## config.mk

```make
export PLATFORM = sky130hd
export DESIGN_NAME = gamepad_serial_poller
export DESIGN_NICKNAME = d
export VERILOG_FILES = /design/src/hw/rtl/gsp_pkg.sv /design/src/hw/rtl/gsp_seq.sv /design/src/hw/rtl/gsp_decode.sv /design/src/hw/rtl/gamepad_serial_poller.sv
export SDC_FILE = /design/constraint.sdc
export NUM_CORES = 1
export LEC_CHECK = 0
export BUFFER_PORTS_ARGS = -buffer_cell sky130_fd_sc_hd__buf_2
export CORE_UTILIZATION = 32
export DETAILED_ROUTE_END_ITERATION = 8
export SYNTH_ARGS = -nofsm -noshare
export SYNTH_HDL_FRONTEND = slang
export SYNTH_SLANG_ARGS = --single-unit
```

## constraint.sdc

```tcl
create_clock -name clk -period 3.95 [get_ports clk]
set_input_delay 0 -clock clk [delete_from_list [all_inputs] [get_ports clk]]
set_output_delay 0 -clock clk [all_outputs]
set_load 0.01 [all_outputs]
```

## src/hw/rtl/gsp_pkg.sv

```systemverilog
package gsp_pkg;

  localparam int BUTTON_W     = 16;
  localparam int TICK_W       = 16;
  localparam int FIRST_W      = 4;
  localparam int SCAN_BUTTONS = 12;
  localparam int START_BUTTON = 3;
  localparam int NUM_BITS_DEF = 16;
  localparam int CFG_DATA_W   = 32;
  localparam int CFG_ADDR_W   = 3;

  localparam logic [TICK_W-1:0] LATCH_TICKS_RST = TICK_W'(12);
  localparam logic [TICK_W-1:0] HALF_PERIOD_RST = TICK_W'(6);

  // register index, taken from paddr[2]
  localparam logic REG_LATCH_TICKS = 1'b0;
  localparam logic REG_HALF_PERIOD = 1'b1;

  typedef struct packed {
    logic                clock_pin;
    logic                latch_pin;
    logic                read_done;
    logic [BUTTON_W-1:0] button_bits;
  } seq_res_t;

endpackage

```

## src/hw/rtl/gsp_seq.sv

```systemverilog
module gsp_seq #(
  parameter int NUM_BITS = gsp_pkg::NUM_BITS_DEF
) (
  input  logic                        clk,
  input  logic                        rst_n,
  input  logic                        en,
  input  logic                        data_pin,
  input  logic                        start_read,
  input  logic [gsp_pkg::TICK_W-1:0]  latch_ticks,
  input  logic [gsp_pkg::TICK_W-1:0]  half_period_ticks,
  output gsp_pkg::seq_res_t           res
);

  localparam int IDX_W = $clog2(NUM_BITS);
  localparam logic [IDX_W-1:0] LAST_IDX = IDX_W'(NUM_BITS - 1);

  typedef enum logic [1:0] {
    PH_IDLE,
    PH_LATCH,
    PH_HIGH,
    PH_LOW
  } phase_t;

  phase_t                          phase_r, phase_nxt;
  logic [gsp_pkg::TICK_W-1:0]      tick_count_r, tick_count_nxt;
  logic [IDX_W-1:0]                bit_index_r, bit_index_nxt;
  logic [gsp_pkg::BUTTON_W-1:0]    shift_bits_r, shift_bits_nxt;
  logic [gsp_pkg::BUTTON_W-1:0]    last_bits_r, last_bits_nxt;
  logic                            clock_r, clock_nxt;
  logic                            latch_r, latch_nxt;
  logic                            done_nxt;

  logic [gsp_pkg::TICK_W-1:0]      tick_inc;
  logic [gsp_pkg::TICK_W-1:0]      target;
  logic                            wait_over;
  logic [gsp_pkg::BUTTON_W-1:0]    sampled;

  // saturating tick count, a zero target ends the wait at once
  assign tick_inc  = (tick_count_r == '1) ? tick_count_r : tick_count_r + 1'b1;
  assign target    = (phase_r == PH_LATCH) ? latch_ticks : half_period_ticks;
  assign wait_over = (tick_inc >= target);

  // only the first sixteen samples are kept
  always_comb begin
    sampled = shift_bits_r;
    for (int i = 0; i < gsp_pkg::BUTTON_W; i++) begin
      if (int'(bit_index_r) == i) begin
        sampled[i] = data_pin;
      end
    end
  end

  always_comb begin
    phase_nxt      = phase_r;
    tick_count_nxt = tick_count_r;
    bit_index_nxt  = bit_index_r;
    shift_bits_nxt = shift_bits_r;
    last_bits_nxt  = last_bits_r;
    clock_nxt      = clock_r;
    latch_nxt      = latch_r;
    done_nxt       = 1'b0;
    unique case (phase_r)
      PH_LATCH: begin
        tick_count_nxt = wait_over ? '0 : tick_inc;
        if (wait_over) begin
          latch_nxt = 1'b0;
          phase_nxt = PH_HIGH;
        end
      end
      PH_HIGH: begin
        tick_count_nxt = wait_over ? '0 : tick_inc;
        if (wait_over) begin
          clock_nxt = 1'b0;
          phase_nxt = PH_LOW;
        end
      end
      PH_LOW: begin
        tick_count_nxt = wait_over ? '0 : tick_inc;
        if (wait_over) begin
          shift_bits_nxt = sampled;
          clock_nxt      = 1'b1;
          if (bit_index_r == LAST_IDX) begin
            last_bits_nxt = sampled;
            done_nxt      = 1'b1;
            bit_index_nxt = '0;
            phase_nxt     = PH_IDLE;
          end else begin
            bit_index_nxt = bit_index_r + 1'b1;
            phase_nxt     = PH_HIGH;
          end
        end
      end
      PH_IDLE: begin
        if (start_read) begin
          clock_nxt      = 1'b1;
          latch_nxt      = 1'b1;
          tick_count_nxt = '0;
          bit_index_nxt  = '0;
          shift_bits_nxt = '1;
          phase_nxt      = PH_LATCH;
        end
      end
      default: phase_nxt = PH_IDLE;
    endcase
  end

  always_ff @(posedge clk) begin
    if (!rst_n) begin
      phase_r      <= PH_IDLE;
      tick_count_r <= '0;
      bit_index_r  <= '0;
      shift_bits_r <= '1;
      last_bits_r  <= '1;
      clock_r      <= 1'b1;
      latch_r      <= 1'b0;
    end else if (en) begin
      phase_r      <= phase_nxt;
      tick_count_r <= tick_count_nxt;
      bit_index_r  <= bit_index_nxt;
      shift_bits_r <= shift_bits_nxt;
      last_bits_r  <= last_bits_nxt;
      clock_r      <= clock_nxt;
      latch_r      <= latch_nxt;
    end
  end

  assign res.clock_pin   = clock_nxt;
  assign res.latch_pin   = latch_nxt;
  assign res.read_done   = done_nxt;
  assign res.button_bits = last_bits_nxt;

`ifndef SYNTHESIS
  a_latch_in_latch_phase: assert property (@(posedge clk) disable iff (!rst_n)
    latch_r |-> phase_r == PH_LATCH)
    else $error("latch high outside latch phase");

  a_clock_low_in_low_phase: assert property (@(posedge clk) disable iff (!rst_n)
    !clock_r |-> phase_r == PH_LOW)
    else $error("clock low outside low phase");

  a_idle_counters_clear: assert property (@(posedge clk) disable iff (!rst_n)
    phase_r == PH_IDLE |-> bit_index_r == '0 && tick_count_r == '0)
    else $error("counters not clear in idle");

  a_start_enters_latch: assert property (@(posedge clk) disable iff (!rst_n)
    en && phase_r == PH_IDLE && start_read |=> phase_r == PH_LATCH && shift_bits_r == '1)
    else $error("start did not begin a read");
`endif

endmodule

```

## src/hw/rtl/gsp_decode.sv

```systemverilog
module gsp_decode (
  input  logic [gsp_pkg::BUTTON_W-1:0] button_bits,
  output logic [gsp_pkg::FIRST_W-1:0]  first_pressed,
  output logic                         quit_request
);

  // lowest active-low button among the scanned ones
  always_comb begin
    first_pressed = gsp_pkg::FIRST_W'(gsp_pkg::SCAN_BUTTONS);
    for (int i = gsp_pkg::SCAN_BUTTONS - 1; i >= 0; i--) begin
      if (!button_bits[i]) begin
        first_pressed = gsp_pkg::FIRST_W'(i);
      end
    end
  end

  assign quit_request = (first_pressed == gsp_pkg::FIRST_W'(gsp_pkg::START_BUTTON));

endmodule

```

## src/hw/rtl/gamepad_serial_poller.sv

```systemverilog
// channel  direction  signals
// in       input      in_valid, in_ready, in_data_pin, in_start_read (one word per tick)
// out      output     out_valid, out_ready, out_clock_pin .. out_quit_request
// cfg      apb        psel, penable, pwrite, paddr, pwdata, prdata, pready
//
// one word per cycle while out is not stalled: each tick updates the sequencer and its
// result is loaded into the output register on the same tick.
// in_ready is high while the output register is empty or being taken this cycle.
// synchronous active-low reset; no clearing pass, ready right after reset.
// a stall on out holds the result and stops the tick sequencer with it.
module gamepad_serial_poller #(
  parameter int NUM_BITS = gsp_pkg::NUM_BITS_DEF
) (
  input  logic                            clk,
  input  logic                            rst_n,

  input  logic                            in_valid,
  output logic                            in_ready,
  input  logic                            in_data_pin,
  input  logic                            in_start_read,

  output logic                            out_valid,
  input  logic                            out_ready,
  output logic                            out_clock_pin,
  output logic                            out_latch_pin,
  output logic                            out_read_done,
  output logic [gsp_pkg::BUTTON_W-1:0]    out_button_bits,
  output logic [gsp_pkg::FIRST_W-1:0]     out_first_pressed,
  output logic                            out_quit_request,

  input  logic                            psel,
  input  logic                            penable,
  input  logic                            pwrite,
  input  logic [gsp_pkg::CFG_ADDR_W-1:0]  paddr,
  input  logic [gsp_pkg::CFG_DATA_W-1:0]  pwdata,
  output logic [gsp_pkg::CFG_DATA_W-1:0]  prdata,
  output logic                            pready
);

  logic [gsp_pkg::TICK_W-1:0]   latch_ticks_r;
  logic [gsp_pkg::TICK_W-1:0]   half_period_r;
  logic                         accept;
  logic                         cfg_wr;
  gsp_pkg::seq_res_t            res;
  logic [gsp_pkg::FIRST_W-1:0]  first_pressed;
  logic                         quit_request;
  logic                         out_valid_r;

  assign pready = 1'b1;
  assign cfg_wr = psel && penable && pwrite;

  always_ff @(posedge clk) begin
    if (!rst_n) begin
      latch_ticks_r <= gsp_pkg::LATCH_TICKS_RST;
      half_period_r <= gsp_pkg::HALF_PERIOD_RST;
    end else if (cfg_wr) begin
      unique case (paddr[2])
        gsp_pkg::REG_LATCH_TICKS: latch_ticks_r <= pwdata[gsp_pkg::TICK_W-1:0];
        gsp_pkg::REG_HALF_PERIOD: half_period_r <= pwdata[gsp_pkg::TICK_W-1:0];
        default: ;
      endcase
    end
  end

  always_comb begin
    unique case (paddr[2])
      gsp_pkg::REG_LATCH_TICKS:
        prdata = gsp_pkg::CFG_DATA_W'(latch_ticks_r);
      gsp_pkg::REG_HALF_PERIOD:
        prdata = gsp_pkg::CFG_DATA_W'(half_period_r);
      default: prdata = '0;
    endcase
  end

  assign in_ready = !out_valid_r || out_ready;
  assign accept   = in_valid && in_ready;

  gsp_seq #(
    .NUM_BITS (NUM_BITS)
  ) u_seq (
    .clk               (clk),
    .rst_n             (rst_n),
    .en                (accept),
    .data_pin          (in_data_pin),
    .start_read        (in_start_read),
    .latch_ticks       (latch_ticks_r),
    .half_period_ticks (half_period_r),
    .res               (res)
  );

  gsp_decode u_decode (
    .button_bits   (res.button_bits),
    .first_pressed (first_pressed),
    .quit_request  (quit_request)
  );

  always_ff @(posedge clk) begin
    if (!rst_n) begin
      out_valid_r <= 1'b0;
    end else if (accept) begin
      out_valid_r <= 1'b1;
    end else if (out_ready) begin
      out_valid_r <= 1'b0;
    end
  end

  // result word, loaded with each tick
  always_ff @(posedge clk) begin
    if (accept) begin
      out_clock_pin     <= res.clock_pin;
      out_latch_pin     <= res.latch_pin;
      out_read_done     <= res.read_done;
      out_button_bits   <= res.button_bits;
      out_first_pressed <= first_pressed;
      out_quit_request  <= quit_request;
    end
  end

  assign out_valid = out_valid_r;

endmodule
```

==> results.ini, run 1 <==
[flow_run]
drv_cap = 0

[synthesis]
ys_ff_latch = 112
yosys-top-cells-area = dfxtp_1 (28%), edfxtp_1 (11%), nand2_1 (8.6%)
synthCells = 692
async_flop_share_pct = 0
synth_area_mm2 = 0.00627
synth_area_per_cell_um2 = 9.07
ys.flop_type = dfxtp_1
synth_edf_count = 24
seq_area_frac_synth_pct = 39.6
yosysWarnings = 0
synth.largest_area_cell = dfxtp_1
ys_types = 64
synth_top_area_share_pct = 28.1

[timing]
relSlewSlack_pct = 16.8
min_period_over_period_pct = 92.9
setup_violations = 0
worstMarginPinSlew_ns = 1.24
rsz0062_at_grt = yes
period_minus_slack_ns = 3.67
fin_skew_ns = 0.00521
hold_viol = 0
slew_viol_final = 0
clock.fmax_mhz = 272
hold_ws_ns = 0.0322

[clocking]
clk_pin_slew_ns = 0.07
clock_path_buffers = 2
cts_tree = built
htree_levels = 3
clock_latency_ns = 0.36
cts-root-buf = clkbuf_16
clock-sinks = 112
tritoncts.num_buffers = 9

[power]
p_int_w = 0.00182
p_comb_share_pct = 16.5
p_leak_nw = 2.98
p_per_area_mw_per_mm2 = 348
clkPwrFrac_pct = 34.1
swShare_pct = 27.9
p_sw_w = 0.000704
ir_drop_mv = 0.225
seqPwrFrac_pct = 49.4

[global_routing]
grt_pass1_wl_mm = 24.1
grt_overflow = 0
gr-usage-all-layers_pct = 15.1
grt_max_degree = 54
antenna_found_initial = 0
grt_pass1_vias = 4623

[route]
drt_iter0_drc = 320
viasPerCell = 4.85
ant_nets = 0
drt_pre_antenna_iters = 5
vias = 4967
drc = 0
post_drt_wl_per_cell_um = 14.4
totalWireLength_mm = 14.7

[min_path]
worstHoldPathType = in -> reg
whs_path_depth = 3
min-delay-start = in_start_read
worstHoldEndpoint = out_latch_pin

[floorplanning]
io_pins = 103
die_w_um = 142
die_h_um = 142
start_util_pct = 33.1
core_mm2 = 0.0190
die_area_mm2 = 0.0202
rows = 50

[placed_design]
gp_congestion = 0.772
place_hpwl_mm = 10.0
port_buffers = 67
placed_cells = 990

[status]
status = finished clean

[critical_path]
critPathKind = reg -> reg
startpoint_type = flop
r2r_start = u_seq.tick_count_r[1]
cp-end-kind = flop
regToRegEndpoint = u_seq.shift_bits_r[10]
arrival_ns = 3.89
reg2reg_depth = 13
crit_start = u_seq.tick_count_r[1]
r2r_setup_slack_ns = 0.28
crit_fanout = 16
cp.required_ns = 4.17

[finish]
fin_cells = 1025
area_growth_pct = 15.7
nNetsFinal = 829
antenna_cells = 0
drive_above_1_share_pct = 18.4

==> metrics by stage <==
stage	util [%]	TNS (ns)	worst slack (ns)	power, W	area [µm²]
finish	38.3	0	0.279	0.00252	7260
CTS	38.2	0	0.127	0.00255	7240
detailed placement	35.8	0	0.163	0.00167	6790
floorplan	-	0	0.315	0.00156	6330
global route	38.3	-0.0494	-0.0171	0.00264	7260
global placement	35.8	0	0.211	0.00167	6790
==> state kept, by name, indices dropped and copies added (netlist names) <==
register	cells
u_seq.tick_count_r	16
out_valid	1
half_period_r	16
out_latch_pin	1
u_seq.clock_r	1
out_read_done	1
u_seq.last_bits_r	16
u_seq.phase_r	2
out_first_pressed	4
u_seq.shift_bits_r	15
out_quit_request	1
out_button_bits	16
latch_ticks_r	16
u_seq.latch_r	1
u_seq.bit_index_r	4
out_clock_pin	1
==> critical path, cell delays in order (launching register included) <==
cell	delay, ns
dfxtp_1	0.40
ha_1	0.23
nand3_1	0.09
nor2_1	0.20
nand3_2	0.25
xnor2_2	0.23
ha_1	0.29
nand2b_1	0.14
a2111o_1	0.42
a32oi_2	0.28
and3_2	0.36
a21o_2	0.24
o21a_4	0.26
o211ai_1	0.13
==> what timing repair did <==
item,in CTS,in global routing
endpoints found under the hold margin,33,0
hold buffers,18,0
resized for setup,0,5
setup endpoints to repair,0,38
setup buffers,0,1
==> cells by family after synthesis <==
family	Yosys count	synth area share, %
AOI/OAI and AO/OA	122	14.9
adders and majority gates	25	4.99
DFF	112	39.6
and+or+nand+nor	266	19.7
muxes	75	12.8
buffers and inverters	80	6.54
other	2	0.120
xor gates and xnor gates	10	1.40
==> power by group through the flow <==
stage,Clock (W),Sequential (W),Combinational [W]
after floorplan,0,0.00128,0.000284
after CTS,0.000886,0.00125,0.000414
after global placement,0,0.00127,0.000396
after detailed placement,0,0.00127,0.000397
after global routing,0.000922,0.00125,0.000462
final,0.000862,0.00125,0.000416
==> Yosys cell counts (3+ instances only) <==
master    number
nor3_1         4
mux2_4         3
o31ai_1        6
buf_1          4
clkbuf_1      27
edfxtp_1      24
a31oi_1        7
dfxtp_1       88
buf_6          3
a41o_1         5
nand3_1       41
nor2b_1        9
o21ai_0       12
buf_2          6
nand2_1      143
and3_1         4
o211ai_1      13
and4_1         3
a21oi_1       14
a32o_1         7
mux2i_1       42
nand2b_1       6
xnor2_1        9
and2_1        11
a21boi_0      30
nand4_1       10
nor2_1        19
nor3b_1        5
o21a_1         5
inv_1         21
mux2_2        30
buf_4         17
ha_1          25
==> area by class of cell <==
class | count | area, µm²
fillers | 1930 | 11700
multi-input cells | 515 | 3450
flip-flops and latches | 112 | 2480
well taps | 260 | 325
clock buffers | 11 | 233
inverters | 22 | 82.6
clock inverters | 5 | 31.3
repair buffers | 100 | 653
==> routing by layer <==
layer	routed length (µm)	track usage, %	vias up	share of wire, %
li1	-	-	2546	-
met1	7650	21.7	2323	52
met2	6400	22.9	82	43
met3	417	1.85	16	2.8
met4	263	6.11	0	1.8
met5	0	0	-	0
==> how the worst max path moves through the flow <==
stage               slack (ns)                endpoint
global placement          0.21   u_seq.last_bits_r[15]
CTS                       0.13  u_seq.shift_bits_r[10]
finish                    0.28  u_seq.shift_bits_r[10]
global route             -0.02   u_seq.last_bits_r[15]
detailed placement        0.16    out_first_pressed[0]
floorplan                 0.31    out_first_pressed[0]
==> layout by cell type (no fill, tap or decap), drive strengths merged, types with 4 or more instances in the layout <==
cell	count
mux2	33
nor3b	5
and3	4
a31oi	8
nand2b	6
o31ai	6
inv	23
o21a	6
clkbuf	11
ha	25
and2	11
a21oi	14
a41o	5
nand3	43
o21ai	12
xnor2	9
a21boi	32
nand4	10
conb	17
clkinv	4
buf	82
a32o	7
edfxtp	24
o211ai	13
dfxtp	88
nor2b	9
nand2	143
nor2	19
dlygate4sd3	18
nor3	4
mux2i	42
Note: power is estimated with default switching activity, not from simulation.
==> run 2: changes to the inputs <==
--- a/config.mk
+++ b/config.mk
@@ -7,6 +7,7 @@
 export LEC_CHECK = 0
 export BUFFER_PORTS_ARGS = -buffer_cell sky130_fd_sc_hd__buf_2
 export CORE_UTILIZATION = 32
+export CTS_BUF_LIST = sky130_fd_sc_hd__clkbuf_8
 export DETAILED_ROUTE_END_ITERATION = 8
 export SYNTH_ARGS = -nofsm -noshare
 export SYNTH_HDL_FRONTEND = slang
==> run 2 against run 1 <==
Compared with the run above:
- utilization fell by 0.43 points
- sequential share of layout area rose by 0.39 points
- critical path depth rose by 1
- design area fell by 1.1%
- register-to-register slack barely moved
- setup slack improved by 0.0051 ns
- via count rose by 0.22%
- worst hold slack improved by 0.065 ns
- clock-buffer cell count fell by 2
- clock power fell by 26%
==> results.ini, run 2 (synthesized netlist as in run 1, its figures left out) <==
[status]
status = finished clean

[power]
ir_drop_mv = 0.153  ; -32%
finalPower_w = 0.00230  ; -9.0%
p_sw_w = 0.000679  ; -3.6%
clkPwrFrac_pct = 27.6  ; -6.5 points
p_int_w = 0.00162  ; -11%
p_per_area_mw_per_mm2 = 320  ; -8.0%
p_leak_nw = 2.95  ; -1.0%
p_comb_share_pct = 18.1  ; +1.6 points
seqPwrFrac_pct = 54.3  ; +4.9 points
swShare_pct = 29.6  ; +1.7 points

[timing]
period_minus_slack_ns = 3.67  ; -0.00513 ns
relSlewSlack_pct = 18.5  ; +1.7 points
worstMarginPinSlew_ns = 1.22  ; -0.0250 ns
hold_viol = 0  ; unchanged
setup_tns_ns = 0  ; unchanged
slew_viol_final = 0  ; unchanged
clock.fmax_mhz = 273  ; +0.14%
setup_violations = 0  ; unchanged
rsz0062_at_grt = no
min_period_over_period_pct = 92.8  ; -0.13 points
fin_skew_ns = 0.0130  ; +0.00774 ns

[critical_path]
crit_fanout = 5  ; -11
cp.required_ns = 4.11  ; -0.06 ns
cp-end-kind = flop
arrival_ns = 3.82  ; -0.07 ns
critPathKind = reg -> reg
startpoint_type = flop
r2r_setup_slack_ns = 0.28  ; about the same

[finish]
layout_commonest_cell = nand2_1
stdcell_area_mm2 = 0.00718  ; -1.1%
post-route-util_pct = 37.9  ; -0.43 points
nFillCells = 1939  ; +0.47%
antenna_cells = 0  ; unchanged
seq_area_mm2 = 0.00248  ; unchanged
fin_cells = 1026  ; +0.098%
multi_input_area_mm2 = 0.00346  ; +0.29%
area_growth_pct = 14.4
nNetsFinal = 830  ; +0.12%
drive_above_1_share_pct = 18.5  ; +0.11 points
layout_common_cells = nand2_1 (143), dfxtp_1 (88), buf_2 (67)

[clocking]
htree_levels = 3  ; unchanged
clock_latency_ns = 0.40  ; +0.04 ns
clock-sinks = 112  ; unchanged
clk_pin_slew_ns = 0.11  ; +0.04 ns
tritoncts.num_buffers = 9  ; unchanged
cts-root-buf = clkbuf_8
cts_tree = built
clock_path_buffers = 2  ; unchanged

[placed_design]
gp_congestion = 0.772  ; unchanged
port_buffers = 67  ; unchanged
place_area_mm2 = 0.00679  ; unchanged
placed_cells = 990  ; unchanged
place_hpwl_mm = 10.0  ; unchanged

[floorplanning]
core_mm2 = 0.0190  ; unchanged
rows = 50  ; unchanged
die_area_mm2 = 0.0202  ; unchanged
die_w_um = 142  ; unchanged
io_pins = 103  ; unchanged
die_h_um = 142  ; unchanged
start_util_pct = 33.1  ; unchanged

[route]
drc = 0  ; unchanged
routed.top_layer = met4
drt_iter0_drc = 323  ; +0.94%
routed-wl-met2_mm = 6.41  ; +0.17%
vias = 4978  ; +0.22%
ant_nets = 0  ; unchanged
met3_length_um = 672  ; +61%
viasPerCell = 4.85  ; +0.12%
totalWireLength_mm = 14.6  ; -0.51%
post_drt_wl_per_cell_um = 14.3  ; -0.61%
drt_pre_antenna_iters = 5  ; unchanged
drt-met1-wl_mm = 7.36  ; -3.8%

[global_routing]
grt_pass1_vias = 4608  ; -0.32%
gr-usage-all-layers_pct = 15.1  ; about the same
grt_pass1_wl_mm = 24.0  ; -0.12%
grt_max_degree = 54  ; unchanged
grt_overflow = 0  ; unchanged
antenna_found_initial = 0  ; unchanged

[flow_run]
drv_cap = 0  ; unchanged

[min_path]
worstHoldPathType = in -> reg

-- run 2: cell count changes in the layout (fill, tap and decap cells not counted), moves of 2 or more --
cell | before | now
clkbuf_8 | 0 | 9
clkbuf_16 | 9 | 0
inv_1 | 21 | 23
clkbuf_1 | 2 | 0
-- run 2: what timing repair did --
action                                 4_1_cts  5_1_grt
setup endpoints to repair                    0       38
gates resized for setup                      0        6
hold buffers                                19        0
setup buffers                                0        1
endpoints found under the hold margin       34        0
-- run 2: metal layers --
| metal | global-route usage, % | vias up |
|---|---|---|
| met2 | 22.8 | 100 |
| li1 | - | 2546 |
| met1 | 21.8 | 2321 |
| met3 | 2.36 | 11 |
| met4 | 5.43 | 0 |
| met5 | 0 | - |
-- run 2: worst max-delay path: stages (launching register included) --
cell      delay [ns]
dfxtp_1         0.39
and4_1          0.27
and4_1          0.29
nand3_1         0.13
buf_4           0.18
xor2_1          0.13
nand2_1         0.09
ha_1            0.31
nand4_1         0.15
nor3_1          0.28
a32oi_2         0.19
a31oi_4         0.33
mux2_2          0.42
nand2b_1        0.15
o211a_1         0.12
-- run 2: final timing paths --
| check | startpoint | to | depth (start not counted) |
|---|---|---|---|
| worst min register to register | u_seq.last_bits_r[14] | u_seq.last_bits_r[14] | 2 |
| worst max register to register | u_seq.tick_count_r[7] | out_first_pressed[0] | 14 |
| worst min-delay path | penable | half_period_r[15] | 5 |
| worst max-delay path | u_seq.tick_count_r[7] | out_first_pressed[0] | 14 |
-- run 2: layout make-up --
type	instances	share of cell area, %
Sequential cell	112	34.6
Multi-Input combinational cell	515	48.2
Clock buffer	9	1.73
Tap cell	260	4.53
Inverter	22	1.15
Timing Repair Buffer	101	9.24
Clock inverter	7	0.540
-- run 2: power groups by stage --
stage,Combinational [W],Sequential (W),Clock [W]
2_1_floorplan,0.000284,0.00128,0
3_3_place_gp,0.000396,0.00127,0
3_5_place_dp,0.000397,0.00127,0
4_1_cts,0.000415,0.00125,0.000655
5_1_grt,0.000463,0.00125,0.000696
6_report,0.000416,0.00125,0.000634
-- run 2: through the flow --
stage	worst slack, ns	hold slack, ns
floorplan	0.315	0.121
global placement	0.211	0.238
detailed placement	0.163	0.244
CTS	0.124	0.0776
global route	0.00377	0.0990
finish	0.284	0.0968
